### config.mk
export PLATFORM = sky130hd
export DESIGN_NAME = line_pixel_generator
export DESIGN_NICKNAME = d
export VERILOG_FILES = /design/src/design/lpg_pkg.sv /design/src/design/lpg_front.sv /design/src/design/lpg_queue.sv /design/src/design/lpg_back.sv /design/src/design/lpg_addr.sv /design/src/design/line_pixel_generator.sv
export SDC_FILE = /design/constraint.sdc
export NUM_CORES = 2
export LEC_CHECK = 0
export BUFFER_PORTS_ARGS = -buffer_cell sky130_fd_sc_hd__buf_2
export CELL_PAD_IN_SITES_DETAIL_PLACEMENT = 1
export CELL_PAD_IN_SITES_GLOBAL_PLACEMENT = 1
export CORE_AREA = 2 2 435 437
export CTS_CLUSTER_SIZE = 40
export DETAILED_ROUTE_END_ITERATION = 12
export DIE_AREA = 0 0 437 439
export HOLD_SLACK_MARGIN = 0.15
export PLACE_DENSITY = 0.7
export SYNTH_ARGS = -nofsm -noshare
export SYNTH_HDL_FRONTEND = slang
export SYNTH_HIERARCHICAL = 1
export SYNTH_SLANG_ARGS = --single-unit
### constraint.sdc
create_clock -name clock -period 16.05 [get_ports clock]
set_clock_uncertainty 0.15 [all_clocks]
set_input_delay 3.21 -clock clock [delete_from_list [all_inputs] [get_ports clock]]
set_output_delay 3.21 -clock clock [all_outputs]
set_load 0.01 [all_outputs]
### src/design/lpg_pkg.sv
package lpg_pkg;

   localparam int COORD_WIDTH = 16;
   localparam int DELTA_W     = COORD_WIDTH + 1;
   localparam int ERR_W       = COORD_WIDTH + 3;
   localparam int ADDR_W      = 64;
   localparam int COLOR_W     = 32;
   localparam int PITCH_W     = 18;
   localparam int BPP_W       = 6;
   localparam int DIM_W       = 15;
   localparam int CSR_IDX_W   = 3;
   localparam int CSR_DATA_W  = 64;

   localparam int QUEUE_DEPTH = 4;
   localparam int QPTR_W      = $clog2(QUEUE_DEPTH);
   localparam int QCNT_W      = $clog2(QUEUE_DEPTH + 1);

   localparam int REQ_DATA_W = ((4 * COORD_WIDTH + COLOR_W + 7) / 8) * 8;
   localparam int RSP_DATA_W = ((2 * COORD_WIDTH + ADDR_W + COLOR_W + 7) / 8) * 8;

   localparam int YOFF_W  = COORD_WIDTH + PITCH_W + 1;
   localparam int XPROD_W = COORD_WIDTH + BPP_W + 1;
   localparam int XOFF_W  = XPROD_W - 3;

   typedef enum logic [CSR_IDX_W-1:0] {
      CSR_FB_BASE   = 3'd0,
      CSR_FB_PITCH  = 3'd1,
      CSR_FB_BPP    = 3'd2,
      CSR_FB_WIDTH  = 3'd3,
      CSR_FB_HEIGHT = 3'd4
   } csr_index_type;

   typedef enum logic {
      OP_LOAD = 1'b0,
      OP_STEP = 1'b1
   } opcode_type;

   typedef logic signed [COORD_WIDTH-1:0] coord_type;

   typedef struct packed {
      logic               is_load;
      logic               steep;
      coord_type          major_pos;
      coord_type          major_final;
      coord_type          minor_pos;
      logic               minor_neg;
      logic [DELTA_W-1:0] major_delta;
      logic [DELTA_W-1:0] minor_delta;
      logic [COLOR_W-1:0] color;
   } cmd_type;

   typedef struct packed {
      coord_type          px;
      coord_type          py;
      logic [COLOR_W-1:0] color;
      logic               last;
   } pix_type;

   typedef struct packed {
      logic [ADDR_W-1:0]  base;
      logic [PITCH_W-1:0] pitch;
      logic [BPP_W-1:0]   bpp;
      logic [DIM_W-1:0]   width;
      logic [DIM_W-1:0]   height;
   } fb_type;

endpackage

### src/design/lpg_front.sv
module lpg_front (
   input  logic                          clock,
   input  logic                          reset,
   input  logic                          req_tvalid,
   output logic                          req_tready,
   input  logic [lpg_pkg::REQ_DATA_W-1:0] req_tdata,
   input  logic                          req_tuser,
   output logic                          push_valid,
   input  logic                          push_ready,
   output lpg_pkg::cmd_type              push_cmd
);
   import lpg_pkg::*;

   logic               a_valid_ff;
   logic               a_load_ff;
   coord_type          x0_ff, y0_ff, x1_ff, y1_ff;
   logic [DELTA_W-1:0] adx_ff, ady_ff;
   logic               xgt_ff, ygt_ff;
   logic [COLOR_W-1:0] color_ff;

   coord_type              x0_in, y0_in, x1_in, y1_in;
   logic signed [DELTA_W-1:0] x0e, y0e, x1e, y1e;
   logic                   xgt_in, ygt_in;
   logic [DELTA_W-1:0]     adx_in, ady_in;
   logic                   req_take;

   logic steep;
   logic swap;

   assign x0_in = req_tdata[COORD_WIDTH-1:0];
   assign y0_in = req_tdata[2*COORD_WIDTH-1:COORD_WIDTH];
   assign x1_in = req_tdata[3*COORD_WIDTH-1:2*COORD_WIDTH];
   assign y1_in = req_tdata[4*COORD_WIDTH-1:3*COORD_WIDTH];

   assign x0e = {x0_in[COORD_WIDTH-1], x0_in};
   assign y0e = {y0_in[COORD_WIDTH-1], y0_in};
   assign x1e = {x1_in[COORD_WIDTH-1], x1_in};
   assign y1e = {y1_in[COORD_WIDTH-1], y1_in};

   assign xgt_in = x0e > x1e;
   assign ygt_in = y0e > y1e;
   assign adx_in = xgt_in ? DELTA_W'(x0e - x1e) : DELTA_W'(x1e - x0e);
   assign ady_in = ygt_in ? DELTA_W'(y0e - y1e) : DELTA_W'(y1e - y0e);

   assign req_tready = !a_valid_ff || push_ready;
   assign req_take   = req_tvalid && req_tready;

   always_ff @(posedge clock) begin
      if (reset) begin
         a_valid_ff <= 1'b0;
      end else if (req_tready) begin
         a_valid_ff <= req_tvalid;
      end
      if (req_take) begin
         a_load_ff <= (opcode_type'(req_tuser) == OP_LOAD);
         x0_ff     <= x0_in;
         y0_ff     <= y0_in;
         x1_ff     <= x1_in;
         y1_ff     <= y1_in;
         adx_ff    <= adx_in;
         ady_ff    <= ady_in;
         xgt_ff    <= xgt_in;
         ygt_ff    <= ygt_in;
         color_ff  <= req_tdata[4*COORD_WIDTH+COLOR_W-1:4*COORD_WIDTH];
      end
   end

   // ties go to the steep handler
   assign steep = !(ady_ff < adx_ff);
   assign swap  = steep ? ygt_ff : xgt_ff;

   assign push_valid = a_valid_ff;

   always_comb begin
      push_cmd.is_load     = a_load_ff;
      push_cmd.steep       = steep;
      push_cmd.color       = color_ff;
      push_cmd.major_delta = steep ? ady_ff : adx_ff;
      push_cmd.minor_delta = steep ? adx_ff : ady_ff;
      push_cmd.minor_neg   = (push_cmd.minor_delta != '0) && (xgt_ff ^ ygt_ff);
      if (steep) begin
         push_cmd.major_pos   = swap ? y1_ff : y0_ff;
         push_cmd.major_final = swap ? y0_ff : y1_ff;
         push_cmd.minor_pos   = swap ? x1_ff : x0_ff;
      end else begin
         push_cmd.major_pos   = swap ? x1_ff : x0_ff;
         push_cmd.major_final = swap ? x0_ff : x1_ff;
         push_cmd.minor_pos   = swap ? y1_ff : y0_ff;
      end
   end

endmodule

### src/design/lpg_queue.sv
module lpg_queue (
   input  logic             clock,
   input  logic             reset,
   input  logic             push_valid,
   output logic             push_ready,
   input  lpg_pkg::cmd_type push_cmd,
   output logic             pop_valid,
   input  logic             pop_ready,
   output lpg_pkg::cmd_type pop_cmd
);
   import lpg_pkg::*;

   cmd_type             store_ff [QUEUE_DEPTH];
   logic [QPTR_W-1:0]   wr_ptr_ff, rd_ptr_ff;
   logic [QCNT_W-1:0]   count_ff;
   logic [QPTR_W-1:0]   wr_ptr_in, rd_ptr_in;
   logic [QCNT_W-1:0]   count_in;
   logic                do_push, do_pop;

   assign push_ready = (count_ff != QCNT_W'(QUEUE_DEPTH));
   assign pop_valid  = (count_ff != '0);
   assign pop_cmd    = store_ff[rd_ptr_ff];

   assign do_push = push_valid && push_ready;
   assign do_pop  = pop_valid && pop_ready;

   always_comb begin
      wr_ptr_in = wr_ptr_ff;
      rd_ptr_in = rd_ptr_ff;
      count_in  = count_ff;
      if (do_push) begin
         wr_ptr_in = (wr_ptr_ff == QPTR_W'(QUEUE_DEPTH - 1)) ? '0 : wr_ptr_ff + 1'b1;
      end
      if (do_pop) begin
         rd_ptr_in = (rd_ptr_ff == QPTR_W'(QUEUE_DEPTH - 1)) ? '0 : rd_ptr_ff + 1'b1;
      end
      if (do_push && !do_pop) begin
         count_in = count_ff + 1'b1;
      end else if (do_pop && !do_push) begin
         count_in = count_ff - 1'b1;
      end
   end

   always_ff @(posedge clock) begin
      if (reset) begin
         wr_ptr_ff <= '0;
         rd_ptr_ff <= '0;
         count_ff  <= '0;
      end else begin
         wr_ptr_ff <= wr_ptr_in;
         rd_ptr_ff <= rd_ptr_in;
         count_ff  <= count_in;
      end
      if (do_push) begin
         store_ff[wr_ptr_ff] <= push_cmd;
      end
   end

endmodule

### src/design/lpg_back.sv
module lpg_back (
   input  logic             clock,
   input  logic             reset,
   input  logic             pop_valid,
   output logic             pop_ready,
   input  lpg_pkg::cmd_type pop_cmd,
   output logic             pix_valid,
   input  logic             pix_ready,
   output lpg_pkg::pix_type pix
);
   import lpg_pkg::*;

   logic                     active_ff;
   logic                     steep_ff;
   coord_type                major_pos_ff, major_final_ff, minor_pos_ff;
   logic                     minor_neg_ff;
   logic signed [ERR_W-1:0]  err_ff, err_up_ff, err_dn_ff;
   logic [COLOR_W-1:0]       color_ff;

   logic signed [ERR_W-1:0]  major_e, minor_e;
   logic                     is_last;
   logic                     load_fire, step_fire;

   assign major_e = $signed(ERR_W'(pop_cmd.major_delta));
   assign minor_e = $signed(ERR_W'(pop_cmd.minor_delta));

   assign is_last = $signed(major_pos_ff) >= $signed(major_final_ff);

   assign pix_valid = pop_valid && !pop_cmd.is_load && active_ff;
   assign pop_ready = pop_cmd.is_load || !active_ff || pix_ready;
   assign load_fire = pop_valid && pop_cmd.is_load;
   assign step_fire = pix_valid && pix_ready;

   always_comb begin
      pix.px    = steep_ff ? minor_pos_ff : major_pos_ff;
      pix.py    = steep_ff ? major_pos_ff : minor_pos_ff;
      pix.color = color_ff;
      pix.last  = is_last;
   end

   always_ff @(posedge clock) begin
      if (reset) begin
         active_ff <= 1'b0;
      end else if (load_fire) begin
         active_ff <= 1'b1;
      end else if (step_fire && is_last) begin
         active_ff <= 1'b0;
      end

      if (load_fire) begin
         steep_ff       <= pop_cmd.steep;
         major_pos_ff   <= pop_cmd.major_pos;
         major_final_ff <= pop_cmd.major_final;
         minor_pos_ff   <= pop_cmd.minor_pos;
         minor_neg_ff   <= pop_cmd.minor_neg;
         color_ff       <= pop_cmd.color;
         err_ff         <= (minor_e <<< 1) - major_e;
         err_up_ff      <= (minor_e - major_e) <<< 1;
         err_dn_ff      <= minor_e <<< 1;
      end else if (step_fire) begin
         if (err_ff > 0) begin
            minor_pos_ff <= minor_neg_ff ? minor_pos_ff - 1'b1 : minor_pos_ff + 1'b1;
            err_ff       <= err_ff + err_up_ff;
         end else begin
            err_ff       <= err_ff + err_dn_ff;
         end
         if (!is_last) begin
            major_pos_ff <= major_pos_ff + 1'b1;
         end
      end
   end

endmodule

### src/design/lpg_addr.sv
module lpg_addr (
   input  logic                           clock,
   input  logic                           reset,
   input  logic                           in_valid,
   output logic                           in_ready,
   input  lpg_pkg::pix_type               pix,
   input  lpg_pkg::fb_type                fb,
   output logic                           rsp_tvalid,
   input  logic                           rsp_tready,
   output logic [lpg_pkg::RSP_DATA_W-1:0] rsp_tdata,   // pixel_x, pixel_y, pixel_address, pixel_color
   output logic                           rsp_tuser,   // visible
   output logic                           rsp_tlast
);
   import lpg_pkg::*;

   logic                       s1_valid_ff;
   logic signed [YOFF_W-1:0]   s1_yoff_ff;
   logic signed [XPROD_W-1:0]  s1_xprod_ff;
   logic                       s1_vis_ff;
   pix_type                    s1_pix_ff;

   logic                       s2_valid_ff;
   logic [ADDR_W-1:0]          s2_part_ff;
   logic signed [XOFF_W-1:0]   s2_xoff_ff;
   logic                       s2_vis_ff;
   pix_type                    s2_pix_ff;

   logic                       o_valid_ff;
   logic [ADDR_W-1:0]          o_addr_ff;
   logic                       o_vis_ff;
   pix_type                    o_pix_ff;

   logic signed [YOFF_W-1:0]   yoff_in;
   logic signed [XPROD_W-1:0]  xprod_in;
   logic                       vis_in;
   logic                       o_ready, s2_ready;

   assign o_ready  = !o_valid_ff || rsp_tready;
   assign s2_ready = !s2_valid_ff || o_ready;
   assign in_ready = !s1_valid_ff || s2_ready;

   assign yoff_in  = $signed(pix.py) * $signed({1'b0, fb.pitch});
   assign xprod_in = $signed(pix.px) * $signed({1'b0, fb.bpp});
   assign vis_in   = !pix.px[COORD_WIDTH-1] && !pix.py[COORD_WIDTH-1]
                     && ({{DIM_W{1'b0}}, pix.px} < {{COORD_WIDTH{1'b0}}, fb.width})
                     && ({{DIM_W{1'b0}}, pix.py} < {{COORD_WIDTH{1'b0}}, fb.height});

   always_ff @(posedge clock) begin
      if (reset) begin
         s1_valid_ff <= 1'b0;
         s2_valid_ff <= 1'b0;
         o_valid_ff  <= 1'b0;
      end else begin
         if (in_ready) begin
            s1_valid_ff <= in_valid;
         end
         if (s2_ready) begin
            s2_valid_ff <= s1_valid_ff;
         end
         if (o_ready) begin
            o_valid_ff <= s2_valid_ff;
         end
      end

      if (in_ready && in_valid) begin
         s1_yoff_ff  <= yoff_in;
         s1_xprod_ff <= xprod_in;
         s1_vis_ff   <= vis_in;
         s1_pix_ff   <= pix;
      end
      if (s2_ready && s1_valid_ff) begin
         s2_part_ff <= fb.base + {{(ADDR_W-YOFF_W){s1_yoff_ff[YOFF_W-1]}}, s1_yoff_ff};
         // floor of x*bpp/8
         s2_xoff_ff <= s1_xprod_ff[XPROD_W-1:3];
         s2_vis_ff  <= s1_vis_ff;
         s2_pix_ff  <= s1_pix_ff;
      end
      if (o_ready && s2_valid_ff) begin
         o_addr_ff <= s2_part_ff + {{(ADDR_W-XOFF_W){s2_xoff_ff[XOFF_W-1]}}, s2_xoff_ff};
         o_vis_ff  <= s2_vis_ff;
         o_pix_ff  <= s2_pix_ff;
      end
   end

   assign rsp_tvalid = o_valid_ff;
   assign rsp_tdata  = RSP_DATA_W'({o_pix_ff.color, o_addr_ff, o_pix_ff.py, o_pix_ff.px});
   assign rsp_tuser  = o_vis_ff;
   assign rsp_tlast  = o_pix_ff.last;

endmodule

### src/design/line_pixel_generator.sv
// Bresenham line rasterizer with framebuffer clipping and byte address output. A load item
// (tuser 0) sets up a line from two endpoints and a color and returns nothing; each step item
// (tuser 1) returns the next pixel with its address base + y*pitch + floor(x*bpp/8), a visible
// flag in tuser and the final pixel marked by tlast; a step with no line loaded returns nothing.
// Items pass a register stage that classifies the line, then a four-entry queue, then the
// stepping engine and a three-stage address pipeline (multiply, add row offset, add column
// offset). One item is taken per clock and one pixel leaves per clock when both sides are
// free; a pixel passes the front register, the queue and the three address stages. Framebuffer
// registers are written through the csr port and are used by the address pipeline as soon as
// written; write them only while no items are in flight.
module line_pixel_generator (
   input  logic                           clock,
   input  logic                           reset,
   input  logic                           req_tvalid,
   output logic                           req_tready,
   input  logic [lpg_pkg::REQ_DATA_W-1:0] req_tdata,   // start_x, start_y, end_x, end_y, draw_color
   input  logic                           req_tuser,   // opcode
   output logic                           rsp_tvalid,
   input  logic                           rsp_tready,
   output logic [lpg_pkg::RSP_DATA_W-1:0] rsp_tdata,   // pixel_x, pixel_y, pixel_address, pixel_color
   output logic                           rsp_tuser,   // visible
   output logic                           rsp_tlast,   // last_pixel
   input  logic                           csr_wr_en,
   input  logic [lpg_pkg::CSR_IDX_W-1:0]  csr_index,
   input  logic [lpg_pkg::CSR_DATA_W-1:0] csr_wdata
);
   import lpg_pkg::*;

   fb_type  fb_ff;

   logic    push_valid, push_ready;
   cmd_type push_cmd;
   logic    pop_valid, pop_ready;
   cmd_type pop_cmd;
   logic    pix_valid, pix_ready;
   pix_type pix;

   always_ff @(posedge clock) begin
      if (reset) begin
         fb_ff.base   <= '0;
         fb_ff.pitch  <= PITCH_W'(2560);
         fb_ff.bpp    <= BPP_W'(32);
         fb_ff.width  <= DIM_W'(640);
         fb_ff.height <= DIM_W'(480);
      end else if (csr_wr_en) begin
         unique case (csr_index)
            CSR_FB_BASE:   fb_ff.base   <= csr_wdata[ADDR_W-1:0];
            CSR_FB_PITCH:  fb_ff.pitch  <= csr_wdata[PITCH_W-1:0];
            CSR_FB_BPP:    fb_ff.bpp    <= csr_wdata[BPP_W-1:0];
            CSR_FB_WIDTH:  fb_ff.width  <= csr_wdata[DIM_W-1:0];
            CSR_FB_HEIGHT: fb_ff.height <= csr_wdata[DIM_W-1:0];
            default: begin
            end
         endcase
      end
   end

   lpg_front u_front (
      .clock      (clock),
      .reset      (reset),
      .req_tvalid (req_tvalid),
      .req_tready (req_tready),
      .req_tdata  (req_tdata),
      .req_tuser  (req_tuser),
      .push_valid (push_valid),
      .push_ready (push_ready),
      .push_cmd   (push_cmd)
   );

   lpg_queue u_queue (
      .clock      (clock),
      .reset      (reset),
      .push_valid (push_valid),
      .push_ready (push_ready),
      .push_cmd   (push_cmd),
      .pop_valid  (pop_valid),
      .pop_ready  (pop_ready),
      .pop_cmd    (pop_cmd)
   );

   lpg_back u_back (
      .clock     (clock),
      .reset     (reset),
      .pop_valid (pop_valid),
      .pop_ready (pop_ready),
      .pop_cmd   (pop_cmd),
      .pix_valid (pix_valid),
      .pix_ready (pix_ready),
      .pix       (pix)
   );

   lpg_addr u_addr (
      .clock      (clock),
      .reset      (reset),
      .in_valid   (pix_valid),
      .in_ready   (pix_ready),
      .pix        (pix),
      .fb         (fb_ff),
      .rsp_tvalid (rsp_tvalid),
      .rsp_tready (rsp_tready),
      .rsp_tdata  (rsp_tdata),
      .rsp_tuser  (rsp_tuser),
      .rsp_tlast  (rsp_tlast)
   );

endmodule
==> flow_metrics.tcl <==
set metrics [dict create \
    setup_viol 0 \
    hold_violations 0 \
    ys_seq_area_frac 0.495 \
    synthesis.area_mm2 0.0744 \
    final_core_util 0.446 \
    cts_sinks 1270 \
    maxCapViolCount 0 \
    start_util 0.398 \
    numCtsBuffers 147 \
    cp_slowest_cell "mux2_2" \
    totalNegativeSetupSlack_ps 0 \
    track_usage 0.204 \
    antennaDiodeCount 0 \
    via_per_inst 5.31 \
    outcome "finished clean" \
    synth_edf_count 1138 \
    cp_data_arrival_time_ps 8420 \
    cts_resized 0 \
    drt-wirelength-per-cell_um 22.2 \
    mostFrequentLayoutCells "edfxtp_1 (1138), inv_1 (552), ha_1 (491)" \
    slowest_delay_ps 590 \
    vias 47100 \
    fillers 19700 \
    dp_worst_setup_slack_ps 8020 \
    setup_ws_ps 8040 \
    coreArea_mm2 0.187 \
    dp_hpwl_um 146000 \
    insertion_delay_ps 830 \
    critPathKind "register to register" \
    grt_pass1_vias 51100 \
    final_net_count 7224 \
    ys.warnings.count 6 \
    relSlewSlack 0.245 \
    cts_root_buf "clkbuf_16" \
    yosysTopAreaCell "edfxtp_1" \
    worstPathCellList "buf_4, mux2_2, inv_1, nor2_1, fa_1, fa_1, fa_1, fa_1, fa_1, inv_1, fa_1, inv_1, ha_1, nand3_1, a211oi_1, nand3b_1, a31oi_1, o2111ai_1, a211oi_1, a2111oi_2, o21bai_1, a21oi_1, xnor2_1" \
    die-height_um 439 \
    grt_pass1_wl_um 304000 \
    synth-main-ff-cell "edfxtp_1" \
    drc 0 \
    start_kind "register" \
    grt_overflow 0 \
    synth_seq_cells 1270 \
    path_common_cell "fa_1" \
    p_per_area_mw_per_mm2 195 \
    drv_slew 0 \
    cts_hold_buffers 0 \
    cp-end-kind "register" \
    dr.pass1.iters 5 \
    synth_area_per_cell_um2 12.4 \
    clk_path_buf_depth 3 \
    synth_top_area_frac 0.459 \
    io_buffers 300 \
    grt_antenna_before_repair 10 \
    drtIter0Drc 2484 \
    rsz0062_at_grt "false" \
    syn_inst 6013 \
    area_growth_pct 12.1 \
    mostFrequentLayoutCell "edfxtp_1" \
    ir_drop_v 0.000326 \
    hold_class "register to register" \
    drt-total-wl_um 197000 \
    htree_levels 4 \
    synth_cell_types 106 \
    syn_nets 6973 \
    cts_tree "built" \
    worstPathRequired_ps 16450 \
    die_w_um 437 \
    drive_above_1_share 0.134 \
    max_freq_mhz 125 \
    min_period_ps 8010 \
    async_reset_ff_frac 0 \
    clk_pin_slew_ps 70 \
    worst_pin_slew_ps 1130 \
    ant_nets 0 \
    grt_max_degree 98 \
    p_leak_nw 33.1 \
    min_period_over_period 0.499 \
    ys_top_cells_by_area "edfxtp_1 (46%), ha_1 (8.3%), fa_1 (8.1%)" \
    gp_congestion 0.879 \
    ios 301 \
    cts_setup_buffers 0 \
    critPathMaxFanout 36 \
    design.die.area_mm2 0.192 \
    rows 159 \
]
registers in the layout, indices dropped and copies added, names as in the netlist, 17 cells and up, named ones only:
register and count:
u_queue/store_ff 468, fb_ff 118, u_addr/s1_pix_ff 65, u_addr/s2_pix_ff 65, u_addr/o_addr_ff 64, u_addr/rsp_tdata 64, u_addr/s2_part_ff 64, u_addr/s1_yoff_ff 35
u_back/color_ff 32, u_front/color_ff 32, u_addr/s1_xprod_ff 20, u_addr/s2_xoff_ff 20, u_back/err_ff 19, u_back/err_up_ff 18, u_back/err_dn_ff 17, u_front/adx_ff 17
u_front/ady_ff 17
layout make-up:
type	count	area (um2)	share of cell area
tap	2495	3120	0.0374
clock inverter	89	1290	0.0154
timing repair buffer	344	1840	0.0220
inverter	553	2080	0.0249
multi-input combinational	3948	34400	0.412
clock buffer	184	3880	0.0465
sequential	1270	36800	0.441
critical path, delay by kind of cell (launching register included):
family,cells,cell delay (ps)
AND/OR/NAND/NOR,3,430
buffers and inverters,4,930
multiplexers,1,590
AO/OA/AOI/OAI,7,1610
adder cells (fa/ha/maj),7,3590
flip-flops,1,320
XOR/XNOR,1,130
cells by family (layout without fill, tap and decap cells):
kind of cell               Yosys count  after routing  synth area share
AOI/OAI and AO/OA                 1101           1101            0.0963
xor gates and xnor gates           265            265            0.0312
adders and majority gates          791            791             0.163
buffers and inverters              795           1170            0.0439
DFF                               1270           1270             0.495
muxes                              382            382            0.0721
and+or+nand+nor                   1409           1409            0.0986
power breakdown:
group / leakage [nW] / total (mW) / switching [mW] / internal, mW
logic: 19.2 / 7.92 / 4.75 / 3.17
registers: 11.5 / 4.84 / 0.285 / 4.56
clock network: 2.45 / 3.51 / 1.44 / 2.06
layer usage:
| layer | up-vias | track usage | share of wire | wire length [um] |
|---|---|---|---|---|
| li1 | 22100 | - | - | - |
| met1 | 24000 | 0.257 | 0.43 | 84900 |
| met2 | 835 | 0.361 | 0.51 | 99800 |
| met3 | 264 | 0.0263 | 0.033 | 6490 |
| met4 | 0 | 0.0686 | 0.031 | 6070 |
| met5 | - | 0 | 0 | 0 |
per-stage QoR:
step                hold slack [ps]  area [um2]  std cells  power, mW
finish                          246       83400       8883       16.3
global route                    257       83400       8883       17.5
CTS                             250       83400       8883       16.5
detailed placement              256       78300       8610       12.8
global placement                251       78300       8610       12.5
floorplan                       250       74400       6013       10.7
final timing paths:
kind	startpoint	endpoint	slack, ps	cells past startpoint
max	u_back/steep_ff	u_addr/s1_yoff_ff[32]	8040	23
min	u_addr/s2_pix_ff[14]	u_addr/rsp_tdata[109]	250	0
max reg2reg	u_back/steep_ff	u_addr/s1_yoff_ff[32]	8040	23
min reg2reg	u_addr/s2_pix_ff[14]	u_addr/rsp_tdata[109]	250	0
synthesized netlist by cell type, drive strengths merged (15+ instances only):
| master | n |
|---|---|
| o21bai | 39 |
| o211ai | 18 |
| nand4 | 52 |
| clkbuf | 151 |
| a21o | 128 |
| mux2 | 65 |
| nor4 | 16 |
| mux4 | 117 |
| and2 | 201 |
| a31oi | 48 |
| ha | 491 |
| a21boi | 15 |
| mux2i | 200 |
| dfxtp | 132 |
| nor2 | 201 |
| nand2 | 383 |
| o31ai | 27 |
| a21oi | 362 |
| inv | 553 |
| edfxtp | 1138 |
| nor3 | 58 |
| nor2b | 86 |
| a211oi | 88 |
| o21a | 46 |
| xnor2 | 171 |
| xor2 | 94 |
| fa | 300 |
| o21ai | 222 |
| and3 | 34 |
| buf | 91 |
| nand3 | 67 |
| nand2b | 242 |
(Power assumes the default switching activity.)
